<file path="src/rtl/sha1s_pkg.sv">
// ----------------------------------------------------------------------------
// sha1s_pkg
// shared types, constants and helper functions of the sha-1 stream hasher
// ----------------------------------------------------------------------------
package sha1s_pkg;

    typedef logic [31:0]      t_word;
    typedef logic [4:0][31:0] t_vars;

    localparam int NumVars    = 5;
    localparam int SchedDepth = 16;

    localparam t_vars SHA1_IV = {
        32'hC3D2E1F0, 32'h10325476, 32'h98BADCFE, 32'hEFCDAB89, 32'h67452301
    };

    localparam t_word K_ROUND0 = 32'h5A827999;
    localparam t_word K_ROUND1 = 32'h6ED9EBA1;
    localparam t_word K_ROUND2 = 32'h8F1BBCDC;
    localparam t_word K_ROUND3 = 32'hCA62C1D6;

    localparam logic [7:0] PAD_BYTE   = 8'h80;
    localparam logic [7:0] ZERO_BYTE  = 8'h00;
    localparam logic [6:0] LAST_ROUND = 7'd79;
    localparam logic [5:0] LEN_POS    = 6'd56;
    localparam logic [5:0] BLOCK_END  = 6'd63;
    localparam logic [2:0] LAST_OIDX  = 3'd4;

    typedef enum logic [2:0] {
        ST_IDLE,
        ST_PAD,
        ST_ROUND,
        ST_ADD,
        ST_OUT
    } t_state;

    typedef struct packed {
        logic load;
        logic step;
    } t_rnd_ctrl;

    function automatic t_word rotl1(input t_word x);
        return {x[30:0], x[31]};
    endfunction

    function automatic t_word rotl5(input t_word x);
        return {x[26:0], x[31:27]};
    endfunction

    function automatic t_word rotl30(input t_word x);
        return {x[1:0], x[31:2]};
    endfunction

endpackage

</file>
<file path="src/rtl/sha1s_ifs.sv">
// ----------------------------------------------------------------------------
// sha1s channel interfaces
// valid/ready channels for message beats and digest beats
// ----------------------------------------------------------------------------
interface sha1s_in_if;
    logic       valid;
    logic       ready;
    logic [7:0] data_byte;
    logic       no_data;
    logic       last;

    modport source (output valid, output data_byte, output no_data, output last,
                    input ready);
    modport sink   (input valid, input data_byte, input no_data, input last,
                    output ready);
endinterface

interface sha1s_out_if;
    logic        valid;
    logic        ready;
    logic [31:0] digest_word;
    logic        last_word;

    modport source (output valid, output digest_word, output last_word, input ready);
    modport sink   (input valid, input digest_word, input last_word, output ready);
endinterface

</file>
<file path="src/rtl/sha1s_wcell.sv">
// ----------------------------------------------------------------------------
// sha1s_wcell
// one 32-bit cell of the message schedule line, loads from its neighbor
// ----------------------------------------------------------------------------
module sha1s_wcell (
    input  logic             i_clk,
    input  logic             i_shift,
    input  sha1s_pkg::t_word i_word,
    output sha1s_pkg::t_word o_word
);
    import sha1s_pkg::*;

    t_word r_word;
    t_word n_word;

    always_comb begin
        n_word = i_shift ? i_word : r_word;
    end

    always_ff @(posedge i_clk) begin
        r_word <= n_word;
    end

    assign o_word = r_word;

endmodule

</file>
<file path="src/rtl/sha1s_round.sv">
// ----------------------------------------------------------------------------
// sha1s_round
// working variables a..e and round counter, one sha-1 round per step
// ----------------------------------------------------------------------------
module sha1s_round (
    input  logic                 i_clk,
    input  logic                 i_rst_n,
    input  sha1s_pkg::t_rnd_ctrl i_ctrl,
    input  sha1s_pkg::t_vars     i_init,
    input  sha1s_pkg::t_word     i_wt,
    output sha1s_pkg::t_vars     o_vars,
    output logic                 o_done
);
    import sha1s_pkg::*;

    t_vars      r_v;
    t_vars      n_v;
    logic [6:0] r_cnt;
    logic [6:0] n_cnt;
    t_word      f;
    t_word      k;
    t_word      tmp;

    always_comb begin
        if (r_cnt < 7'd20) begin
            f = (r_v[1] & r_v[2]) | (~r_v[1] & r_v[3]);
            k = K_ROUND0;
        end else if (r_cnt < 7'd40) begin
            f = r_v[1] ^ r_v[2] ^ r_v[3];
            k = K_ROUND1;
        end else if (r_cnt < 7'd60) begin
            f = (r_v[1] & r_v[2]) | (r_v[1] & r_v[3]) | (r_v[2] & r_v[3]);
            k = K_ROUND2;
        end else begin
            f = r_v[1] ^ r_v[2] ^ r_v[3];
            k = K_ROUND3;
        end
        tmp = rotl5(r_v[0]) + f + r_v[4] + k + i_wt;
    end

    always_comb begin
        n_v   = r_v;
        n_cnt = r_cnt;
        if (i_ctrl.load) begin
            n_v   = i_init;
            n_cnt = '0;
        end else if (i_ctrl.step) begin
            n_v[4] = r_v[3];
            n_v[3] = r_v[2];
            n_v[2] = rotl30(r_v[1]);
            n_v[1] = r_v[0];
            n_v[0] = tmp;
            n_cnt  = (r_cnt == LAST_ROUND) ? '0 : r_cnt + 7'd1;
        end
    end

    always_ff @(posedge i_clk) begin
        if (!i_rst_n) begin
            r_v   <= '0;
            r_cnt <= '0;
        end else begin
            r_v   <= n_v;
            r_cnt <= n_cnt;
        end
    end

    assign o_vars = r_v;
    assign o_done = i_ctrl.step && (r_cnt == LAST_ROUND);

endmodule

</file>
<file path="src/rtl/sha1_stream_hasher_unit.sv">
// ----------------------------------------------------------------------------
// sha1_stream_hasher_unit
// streaming sha-1: byte beats in, five digest word beats out per message
// ----------------------------------------------------------------------------
// One message byte is taken per beat (none when no_data is set); every 64th
// byte starts a compression that runs 80 rounds, one per cycle, on a line of
// 16 schedule cells and then folds into the chain value. A beat with last
// set then pads the message one byte per cycle (over one or two blocks, each
// block followed by its compression) and presents h0..h4 as five output beats.
// No input beat is taken from the last beat until the fifth digest word is
// taken.
module sha1_stream_hasher_unit (
    input  logic        i_clk,
    input  logic        i_rst_n,
    sha1s_in_if.sink    i_in,
    sha1s_out_if.source o_out
);
    import sha1s_pkg::*;

    t_state      r_state;
    t_state      n_state;
    logic [5:0]  r_pos;
    logic [63:0] r_byte_count;
    logic [23:0] r_acc;
    t_vars       r_chain;
    logic        r_padding;
    logic        r_pad_first;
    logic        r_len_phase;
    logic        r_pad_done;
    logic [2:0]  r_oidx;

    logic        in_fire;
    logic        out_fire;
    logic        put_en;
    logic [7:0]  put_byte;
    logic [63:0] len_bits;
    logic [7:0]  len_byte;
    logic        push;
    logic        blk_full;
    logic        shift_en;
    t_word       w_new;
    t_word       feed;
    t_word       w_q [SchedDepth];
    t_rnd_ctrl   rnd_ctrl;
    t_vars       rnd_vars;
    logic        rnd_done;

    // schedule line: bytes pack into words, rounds extend in place
    for (genvar g = 0; g < SchedDepth; g++) begin : g_sched
        if (g == SchedDepth - 1) begin : g_tail
            sha1s_wcell u_cell (
                .i_clk   (i_clk),
                .i_shift (shift_en),
                .i_word  (feed),
                .o_word  (w_q[g])
            );
        end else begin : g_body
            sha1s_wcell u_cell (
                .i_clk   (i_clk),
                .i_shift (shift_en),
                .i_word  (w_q[g+1]),
                .o_word  (w_q[g])
            );
        end
    end

    sha1s_round u_round (
        .i_clk   (i_clk),
        .i_rst_n (i_rst_n),
        .i_ctrl  (rnd_ctrl),
        .i_init  (r_chain),
        .i_wt    (w_q[0]),
        .o_vars  (rnd_vars),
        .o_done  (rnd_done)
    );

    // datapath selects
    always_comb begin
        in_fire  = i_in.valid && i_in.ready;
        out_fire = o_out.valid && o_out.ready;
        len_bits = {r_byte_count[60:0], 3'b000};
        len_byte = len_bits[{~r_pos[2:0], 3'b000} +: 8];
        put_en   = 1'b0;
        put_byte = i_in.data_byte;
        if (r_state == ST_IDLE) begin
            put_en = in_fire && !i_in.no_data;
        end else if (r_state == ST_PAD) begin
            put_en   = 1'b1;
            put_byte = r_pad_first ? PAD_BYTE : (r_len_phase ? len_byte : ZERO_BYTE);
        end
        push     = put_en && (r_pos[1:0] == 2'b11);
        blk_full = put_en && (r_pos == BLOCK_END);
        shift_en = push || (r_state == ST_ROUND);
        w_new    = rotl1(w_q[13] ^ w_q[8] ^ w_q[2] ^ w_q[0]);
        feed     = (r_state == ST_ROUND) ? w_new : {r_acc, put_byte};
        rnd_ctrl.load = blk_full;
        rnd_ctrl.step = (r_state == ST_ROUND);
    end

    // next state
    always_comb begin
        n_state = r_state;
        case (r_state)
            ST_IDLE: begin
                if (in_fire) begin
                    if (blk_full) begin
                        n_state = ST_ROUND;
                    end else if (i_in.last) begin
                        n_state = ST_PAD;
                    end
                end
            end
            ST_PAD: begin
                if (blk_full) begin
                    n_state = ST_ROUND;
                end
            end
            ST_ROUND: begin
                if (rnd_done) begin
                    n_state = ST_ADD;
                end
            end
            ST_ADD: begin
                if (r_pad_done) begin
                    n_state = ST_OUT;
                end else if (r_padding) begin
                    n_state = ST_PAD;
                end else begin
                    n_state = ST_IDLE;
                end
            end
            ST_OUT: begin
                if (out_fire && (r_oidx == LAST_OIDX)) begin
                    n_state = ST_IDLE;
                end
            end
            default: n_state = ST_IDLE;
        endcase
    end

    // channel outputs
    always_comb begin
        i_in.ready        = (r_state == ST_IDLE);
        o_out.valid       = (r_state == ST_OUT);
        o_out.digest_word = r_chain[r_oidx];
        o_out.last_word   = (r_oidx == LAST_OIDX);
    end

    always_ff @(posedge i_clk) begin
        if (put_en) begin
            r_acc <= {r_acc[15:0], put_byte};
        end
    end

    always_ff @(posedge i_clk) begin
        if (!i_rst_n) begin
            r_state      <= ST_IDLE;
            r_pos        <= '0;
            r_byte_count <= '0;
            r_chain      <= SHA1_IV;
            r_padding    <= 1'b0;
            r_pad_first  <= 1'b0;
            r_len_phase  <= 1'b0;
            r_pad_done   <= 1'b0;
            r_oidx       <= '0;
        end else begin
            r_state <= n_state;
            if (put_en) begin
                r_pos <= r_pos + 6'd1;
            end
            if (r_state == ST_IDLE && in_fire) begin
                if (!i_in.no_data) begin
                    r_byte_count <= r_byte_count + 64'd1;
                end
                if (i_in.last) begin
                    r_padding   <= 1'b1;
                    r_pad_first <= 1'b1;
                    r_len_phase <= 1'b0;
                end
            end
            if (r_state == ST_PAD) begin
                r_pad_first <= 1'b0;
                // length field starts once the fill reaches byte 56
                if (!r_len_phase && (r_pos + 6'd1 == LEN_POS)) begin
                    r_len_phase <= 1'b1;
                end
                if (r_len_phase && (r_pos == BLOCK_END)) begin
                    r_pad_done <= 1'b1;
                end
            end
            if (r_state == ST_ADD) begin
                for (int i = 0; i < NumVars; i++) begin
                    r_chain[i] <= r_chain[i] + rnd_vars[i];
                end
            end
            if (out_fire) begin
                if (r_oidx == LAST_OIDX) begin
                    r_oidx       <= '0;
                    r_chain      <= SHA1_IV;
                    r_byte_count <= '0;
                    r_pos        <= '0;
                    r_padding    <= 1'b0;
                    r_pad_first  <= 1'b0;
                    r_len_phase  <= 1'b0;
                    r_pad_done   <= 1'b0;
                end else begin
                    r_oidx <= r_oidx + 3'd1;
                end
            end
        end
    end

    a_no_overlap: assert property (@(posedge i_clk) disable iff (!i_rst_n)
        !(i_in.ready && o_out.valid))
        else $error("input and output open together");

    a_round_to_add: assert property (@(posedge i_clk) disable iff (!i_rst_n)
        (r_state == ST_ROUND && rnd_done) |=> (r_state == ST_ADD))
        else $error("compression did not end in fold");

    a_pos_tracks_count: assert property (@(posedge i_clk) disable iff (!i_rst_n)
        (r_state == ST_IDLE) |-> (r_pos == r_byte_count[5:0]))
        else $error("block position out of step with byte count");

    a_digest_clears: assert property (@(posedge i_clk) disable iff (!i_rst_n)
        (out_fire && o_out.last_word) |=> (r_byte_count == '0 && r_pos == '0
            && r_state == ST_IDLE))
        else $error("message state not cleared after digest");

    a_out_only_after_pad: assert property (@(posedge i_clk) disable iff (!i_rst_n)
        (r_state == ST_OUT) |-> r_pad_done)
        else $error("digest beat without padded final block");

endmodule
</file>
<file path="src/flat_wrapper.sv">
// flat-port wrapper written by rule: the top's interface ports become plain ports
module sha1_stream_hasher_unit_flat import sha1s_pkg::*;
  (i_clk, i_rst_n, i_in_valid, i_in_data_byte, i_in_no_data, i_in_last, i_in_ready, o_out_valid, o_out_digest_word, o_out_last_word, o_out_ready);
  sha1s_in_if i_in_i ();
  sha1s_out_if o_out_i ();
  input  logic i_clk;
  input  logic i_rst_n;
  input wire logic [$bits(i_in_i.valid)-1:0] i_in_valid;
  input wire logic [$bits(i_in_i.data_byte)-1:0] i_in_data_byte;
  input wire logic [$bits(i_in_i.no_data)-1:0] i_in_no_data;
  input wire logic [$bits(i_in_i.last)-1:0] i_in_last;
  output wire logic [$bits(i_in_i.ready)-1:0] i_in_ready;
  output wire logic [$bits(o_out_i.valid)-1:0] o_out_valid;
  output wire logic [$bits(o_out_i.digest_word)-1:0] o_out_digest_word;
  output wire logic [$bits(o_out_i.last_word)-1:0] o_out_last_word;
  input wire logic [$bits(o_out_i.ready)-1:0] o_out_ready;
  assign i_in_i.valid = i_in_valid;
  assign i_in_i.data_byte = i_in_data_byte;
  assign i_in_i.no_data = i_in_no_data;
  assign i_in_i.last = i_in_last;
  assign i_in_ready = i_in_i.ready;
  assign o_out_valid = o_out_i.valid;
  assign o_out_digest_word = o_out_i.digest_word;
  assign o_out_last_word = o_out_i.last_word;
  assign o_out_i.ready = o_out_ready;
  sha1_stream_hasher_unit u_core (.i_clk(i_clk), .i_rst_n(i_rst_n), .i_in(i_in_i), .o_out(o_out_i));
endmodule
</file>
<file path="config.mk">
export PLATFORM = sky130hd
export DESIGN_NAME = sha1_stream_hasher_unit_flat
export DESIGN_NICKNAME = d
export VERILOG_FILES = /design/src/rtl/sha1s_pkg.sv /design/src/rtl/sha1s_ifs.sv /design/src/rtl/sha1s_wcell.sv /design/src/rtl/sha1s_round.sv /design/src/rtl/sha1_stream_hasher_unit.sv /design/src/flat_wrapper.sv
export SDC_FILE = /design/constraint.sdc
export NUM_CORES = 2
export LEC_CHECK = 0
export BUFFER_PORTS_ARGS = -buffer_cell sky130_fd_sc_hd__buf_2
export CORE_UTILIZATION = 45
export CTS_CLUSTER_SIZE = 25
export DETAILED_ROUTE_END_ITERATION = 6
export GPL_TIMING_DRIVEN = 0
export MAX_ROUTING_LAYER = met4
export SYNTH_ARGS = -nofsm -noshare
export SYNTH_HDL_FRONTEND = slang
export SYNTH_SLANG_ARGS = --single-unit
</file>
<file path="constraint.sdc">
create_clock -name i_clk -period 49.3 [get_ports i_clk]
set_input_delay 7.395 -clock i_clk [delete_from_list [all_inputs] [get_ports i_clk]]
set_output_delay 7.395 -clock i_clk [all_outputs]
set_load 0.005 [all_outputs]
</file>
Word level (Yosys, flattened, before mapping)

Cells that the tools add are included.

$add $sub $neg: 13
Order comparisons: 4
Equality and inequality tests: 14
Shift-type cells: 1
Multiplexer cells: 57
Bitwise logic cells: 15
Reductions and logical operators: 17

Operator list:

| operator                | count |
|---|---|
| $mux W160               | 5 |
| $add A32 B32 Y32        | 9 |
| $mux W64                | 4 |
| $mux W32                | 7 |
| $xor A32 B32 Y32        | 5 |
| $and A32 B32 Y32        | 4 |
| $bmux W32 S3            | 1 |
| $or A32 B32 Y32         | 3 |
| $add A64 B1 Y64 const B | 1 |
| $shiftx A64 B7 Y8       | 1 |
| $mux W8                 | 4 |
| $not A32 Y32            | 1 |
| $mux W31                | 1 |
| $mux W3                 | 8 |
| $mux W1                 | 22 |
| $mux W6                 | 3 |
| $pmux W3 S5             | 1 |
| $lt A7 B6 Y1 const B    | 2 |
| $eq A6 B6 Y1 const B    | 2 |
| $logic_and A1 B1 Y1     | 10 |
| $add A7 B1 Y7 const B   | 1 |
| $eq A7 B7 Y1 const B    | 1 |
| $lt A7 B5 Y1 const B    | 1 |
| $mux W7                 | 1 |
| 18 further kinds        | 23 |

Flip-flop bits (word level): 943
Input port bits: 14
Output and inout bits: 35

Longest topological paths before layout

Depth in word-level cells: 12
Depth in mapped cells: 27
Mapped depth without buffers: 26

Modules after synthesis

Synthesis repeated with hierarchy kept, for this count alone.

Cells, all modules: 4540
Area total of the unflattened synthesis: 48301.3 µm²

By module, submodules not included:

| module                  | instances | cells each | area an instance (µm²) |
|---|---|---|---|
| sha1_stream_hasher_unit | 1         | 2446       | 19955.4 |
| sha1s_wcell             | 16        | 32         | 960.9 |
| sha1s_round             | 1         | 1582       | 12971.2 |

Worst setup path after synthesis

Ideal clock, no wire load.

Path kind: in2reg
Start: input i_in_valid
End: register u_core.g_sched[0].g_body.u_cell.r_word[0], enable pin
Library setup time: 901 ps
Arrival time: 19866 ps
Required time: 48399 ps
Path slack: 28533 ps
Stages on the path: 4
Buffers on the path: 0
Cells stage by stage: nand2_1 -> o21ai_1 -> nand2_1 -> nand2_1

Longest elaborated chain between the ends: 5

Ends and longest elaborated chain:

| what                                        | RTL line                      | source |
|---|---|---|
| start, declared                             | flat_wrapper.sv:8             | `input wire logic [$bits(i_in_i.valid)-1:0] i_in_valid;` |
| $logic_and A1 B1 Y1                         | sha1_stream_hasher_unit.sv:79 | `in_fire = i_in.valid && i_in.ready;` |
| $logic_and A1 B1 Y1                         | sha1_stream_hasher_unit.sv:86 | `put_en = in_fire && !i_in.no_data;` |
| $mux W1                                     | sha1_stream_hasher_unit.sv:85 | `if (r_state == ST_IDLE) begin` |
| net u_core.put_en                           | sha1_stream_hasher_unit.sv:34 | `logic put_en;` |
| $logic_and A1 B1 Y1                         | sha1_stream_hasher_unit.sv:91 | `push = put_en && (r_pos[1:0] == 2'b11);` |
| $logic_or A1 B1 Y1                          | sha1_stream_hasher_unit.sv:93 | `shift_en = push \|\| (r_state == ST_ROUND);` |
| net u_core.g_sched[0].g_body.u_cell.i_shift | sha1s_wcell.sv:7              | `input logic i_shift,` |
| end signal, assigned                        | sha1s_wcell.sv:21             | `r_word <= n_word;` |
| end, declared                               | sha1s_wcell.sv:13             | `t_word r_word;` |

The timed path passes the listed nets, and every way through them passes these cells.
A chain may end at the register's enable or synchronous reset.

Worst setup path in the final report

Start: register u_core.r_oidx[2]
End: output o_out_digest_word[24]

Longest elaborated chain between the ends: 2

Ends and longest elaborated chain:

| what                           | RTL line                       | source |
|---|---|---|
| start, declared                | sha1_stream_hasher_unit.sv:30  | `logic [2:0] r_oidx;` |
| start signal, assigned         | sha1_stream_hasher_unit.sv:207 | `r_oidx <= r_oidx + 3'd1;` |
| $bmux W32 S3                   | sha1_stream_hasher_unit.sv:145 | `o_out.digest_word = r_chain[r_oidx];` |
| $mux W32 (implied by the code) | sha1_stream_hasher_unit.sv:145 |  |
| end, declared                  | flat_wrapper.sv:14             | `output wire logic [$bits(o_out_i.digest_word)-1:0] o_out_digest_word;` |

Every way passes these cells. The select of a mux whose other input is x is not followed.

==> metrics.csv <==
metric,value,unit
max-capacitance violation count,2,
clock share of power,0.342,
Setup TNS,0,ns
layout cell share with drive strength beyond 1,0.06625,
Rows,118,
Cell Pwr Density,42.24,mW/mm^2
Nets,4766,
clk root buf,clkbuf_16,
GP Congestion,0.9898,
total wire length,148.5,mm
CP max stage delay,0.78,ns
CP Class,flop to primary output,
Cells after Synth,4271,
sequential fraction of the synthesis area,0.5132,
first drt pass iteration count,7,
grt ovf,0,
Bufs on Longest Clock Path,3,
largest net degree at the start of global routing,76,
DRC,0,
CP Cell Sequence,clkbuf_1 > and3_1 > clkbuf_1 > clkbuf_1 > nand2_1 > o21ai_0 > buf_2,
Mapped Area,0.04712,mm^2
critical path's slowest cell,clkbuf_1,
Ys Warns,0,
core footprint,0.1036,mm^2
initial antenna violation count,7,
Seq pwr share,0.464,
Post-CTS Setup Repair Bufs,0,
syn nets,4608,
CTS tree,built,
worst-case vdd ir drop,0.00003251,V
"Hold Vio Cnt, Final",0,
Num CTS Buffers,100,
Worst Path Buf+Inv,4,
syn_area_per_cell,11.03,um^2
# resized after CTS,0,
Die X,325.6,um
hold crit path type,flop to flop,
Final Critical Period,11.29,ns
hold buffers post-CTS,0,
Sw Pwr,0.0006738,W
vias in the first global route,31910,
initial core utilization,0.4547,
DRT iter0 DRCs,3655,
Die ar.,0.1060,mm^2
"EDFF count, synth",536,
Max Fanout on Critical Path,10,
first-pass GRT wire length,215.4,mm
Gate power share,0.195,
"Arr. time, crit path",3.90,ns
Clock Skews,0.04228,ns
Max Clk Rate,0.08855,GHz
Tot Pwr,0.002225,W
post-route ant nets,0,
clock latency on the worst-skew pair,0.71,ns
Leakage,19.97,nW
Max H-tree Level,3,
Vias per Instance,5.857,
max-slew violations,22,
status,"complete, but fails checks",
critical path's most frequent cell,clkbuf_1,
GRT Util Overall,0.2847,
part of the cycle the worst path needs,0.2291,
number of synthesized register bits,940,
main flop type after synthesis,edfxtp_1,
setup violators final,0,
vias,34523,
Max-slew headroom,-0.01783,
I/O pin count,49,
Async SR Flop Fraction,0,
chip height,325.6,um
DR WL/cell,25.19,um
worst slew pin tran,1.527,ns
type of element capturing the critical path,primary output,
Worst setup SP type,flop,
post-DP HPWL,111.5,mm
Clock transition at path regs,0.06,ns
crit-path leading delay family,buffers and inverters,
clock tree sinks,940,
Net Sw Frac,0.3029,
# port buffers,47,
P_int,0.001551,W
Yosys cell types,71,
Area growth syn-to-layout,11.77,%
worst path required time,41.91,ns
violations in the final reports,"max-capacitance violations, max-slew violations",
RSZ-0062 raised after global routing,false,
cells in the final DEF (no fill, tap or decap), types with 26 or more instances in the layout:
master       n
a21boi_0    99
dfxtp_1    404
o21ai_0    211
a21boi_1    43
buf_2       59
xor2_1     109
a21o_1      97
nand2_1    507
mux4_2      45
edfxtp_1   536
a22oi_1    153
a211oi_1    26
nand2b_1    33
and2_1      30
and3_1      37
nand3_1     64
clkbuf_1   174
fa_1       125
o211ai_1    58
a21oi_1    238
or3_1       36
clkbuf_16  100
nor2b_1     30
xnor2_1    194
nor2_1     181
mux2i_1     45
ha_1       198
inv_1      285
cell usage after synthesis, drive strengths merged, types with 36 or more instances:
cell type	number	area share
nand2	508	0.040
o211ai	58	0.0092
a21boi	142	0.023
or3	36	0.0048
edfxtp	536	0.34
and3	37	0.0049
dfxtp	404	0.17
mux2i	45	0.0096
clkbuf	156	0.012
nand3	64	0.0068
a22oi	153	0.024
nor2	182	0.015
o21ai	233	0.025
mux4	45	0.022
xor2	109	0.020
ha	198	0.053
xnor2	194	0.036
inv	287	0.023
a21o	97	0.015
fa	125	0.053
a21oi	238	0.025
metal layers:
layer / track usage / vias up / wire (um)
met5: - / - / 0
met3: 0.04926 / 269 / 12080
met1: 0.4122 / 17156 / 68060
met2: 0.3961 / 1408 / 62220
met4: 0.1086 / 0 / 6115
li1: - / 15690 / -
kinds of logic (layout without fill, tap and decap cells):
logic type | count (synthesis) | count (layout) | synth area share
buffers and inverters | 472 | 714 | 0.03792
AND/OR/NAND/NOR | 998 | 998 | 0.09437
flip-flops | 940 | 940 | 0.5132
AO/OA/AOI/OAI | 1140 | 1140 | 0.1603
multiplexers | 95 | 95 | 0.03226
XOR/XNOR | 303 | 303 | 0.05632
other | 0 | 1 | 0
adder cells (fa/ha/maj) | 323 | 323 | 0.1057
layout make-up:
class | count | area (um^2)
Antenna cell | 1 | 2.502
Buffer | 185 | 711.9
Clock buffer | 136 | 2798
Clock inverter | 50 | 535.5
Fill cell | 9347 | 50980
Inverter | 287 | 1077
Multi-Input combinational cell | 2859 | 21170
Sequential cell | 940 | 24180
Tap cell | 1380 | 1727
Timing Repair Buffer | 56 | 460.4
metrics by stage:
stage	instances	hold WS, ns	util	worst slack, ns	area [um^2]
after floorplan	4271	0.4003	-	28.53	47120
after global placement	5698	0.4005	0.4736	23.10	49080
after detailed placement	5707	0.4045	0.4760	38.49	49330
after CTS	5893	0.3961	0.5081	38.04	52660
after global routing	5893	0.3901	0.5081	37.88	52660
final	5894	0.3975	0.5081	38.01	52670
sequential cells by signal (all words and copies together) (netlist names), 6 cells and up:
register	count
u_core.g_sched.g_body.u_cell.o_word	480
u_core.r_chain	160
u_core.u_round.o_vars	160
u_core.r_byte_count	61
u_core.g_sched.g_tail.u_cell.o_word	32
u_core.r_acc	24
u_core.u_round.r_cnt	7
u_core.r_pos	6
final timing paths:
| path | start | end | slack, ns | cells past startpoint |
|---|---|---|---|---|
| worst max-delay path | u_core.r_oidx[2] | o_out_digest_word[24] | 38.01 | 7 |
| worst min-delay path | u_core.g_sched[12].g_body.u_cell.o_word[12] | u_core.g_sched[11].g_body.u_cell.o_word[12] | 0.40 | 0 |
| worst max register to register | u_core.u_round.r_cnt[4] | u_core.u_round.o_vars[31] | 40.05 | 25 |
| worst min register to register | u_core.g_sched[12].g_body.u_cell.o_word[12] | u_core.g_sched[11].g_body.u_cell.o_word[12] | 0.40 | 0 |
power groups by stage:
stage / Combinational [W] / Clock, W / Sequential (W)
4_1_cts: 0.000429 / 0.000774 / 0.00103
3_3_place_gp: 0.000409 / 0 / 0.00113
5_1_grt: 0.000474 / 0.000803 / 0.00104
3_5_place_dp: 0.000426 / 0 / 0.00105
2_1_floorplan: 0.000286 / 0 / 0.00108
6_report: 0.000433 / 0.000760 / 0.00103
Note: power is estimated with default switching activity, not from simulation.
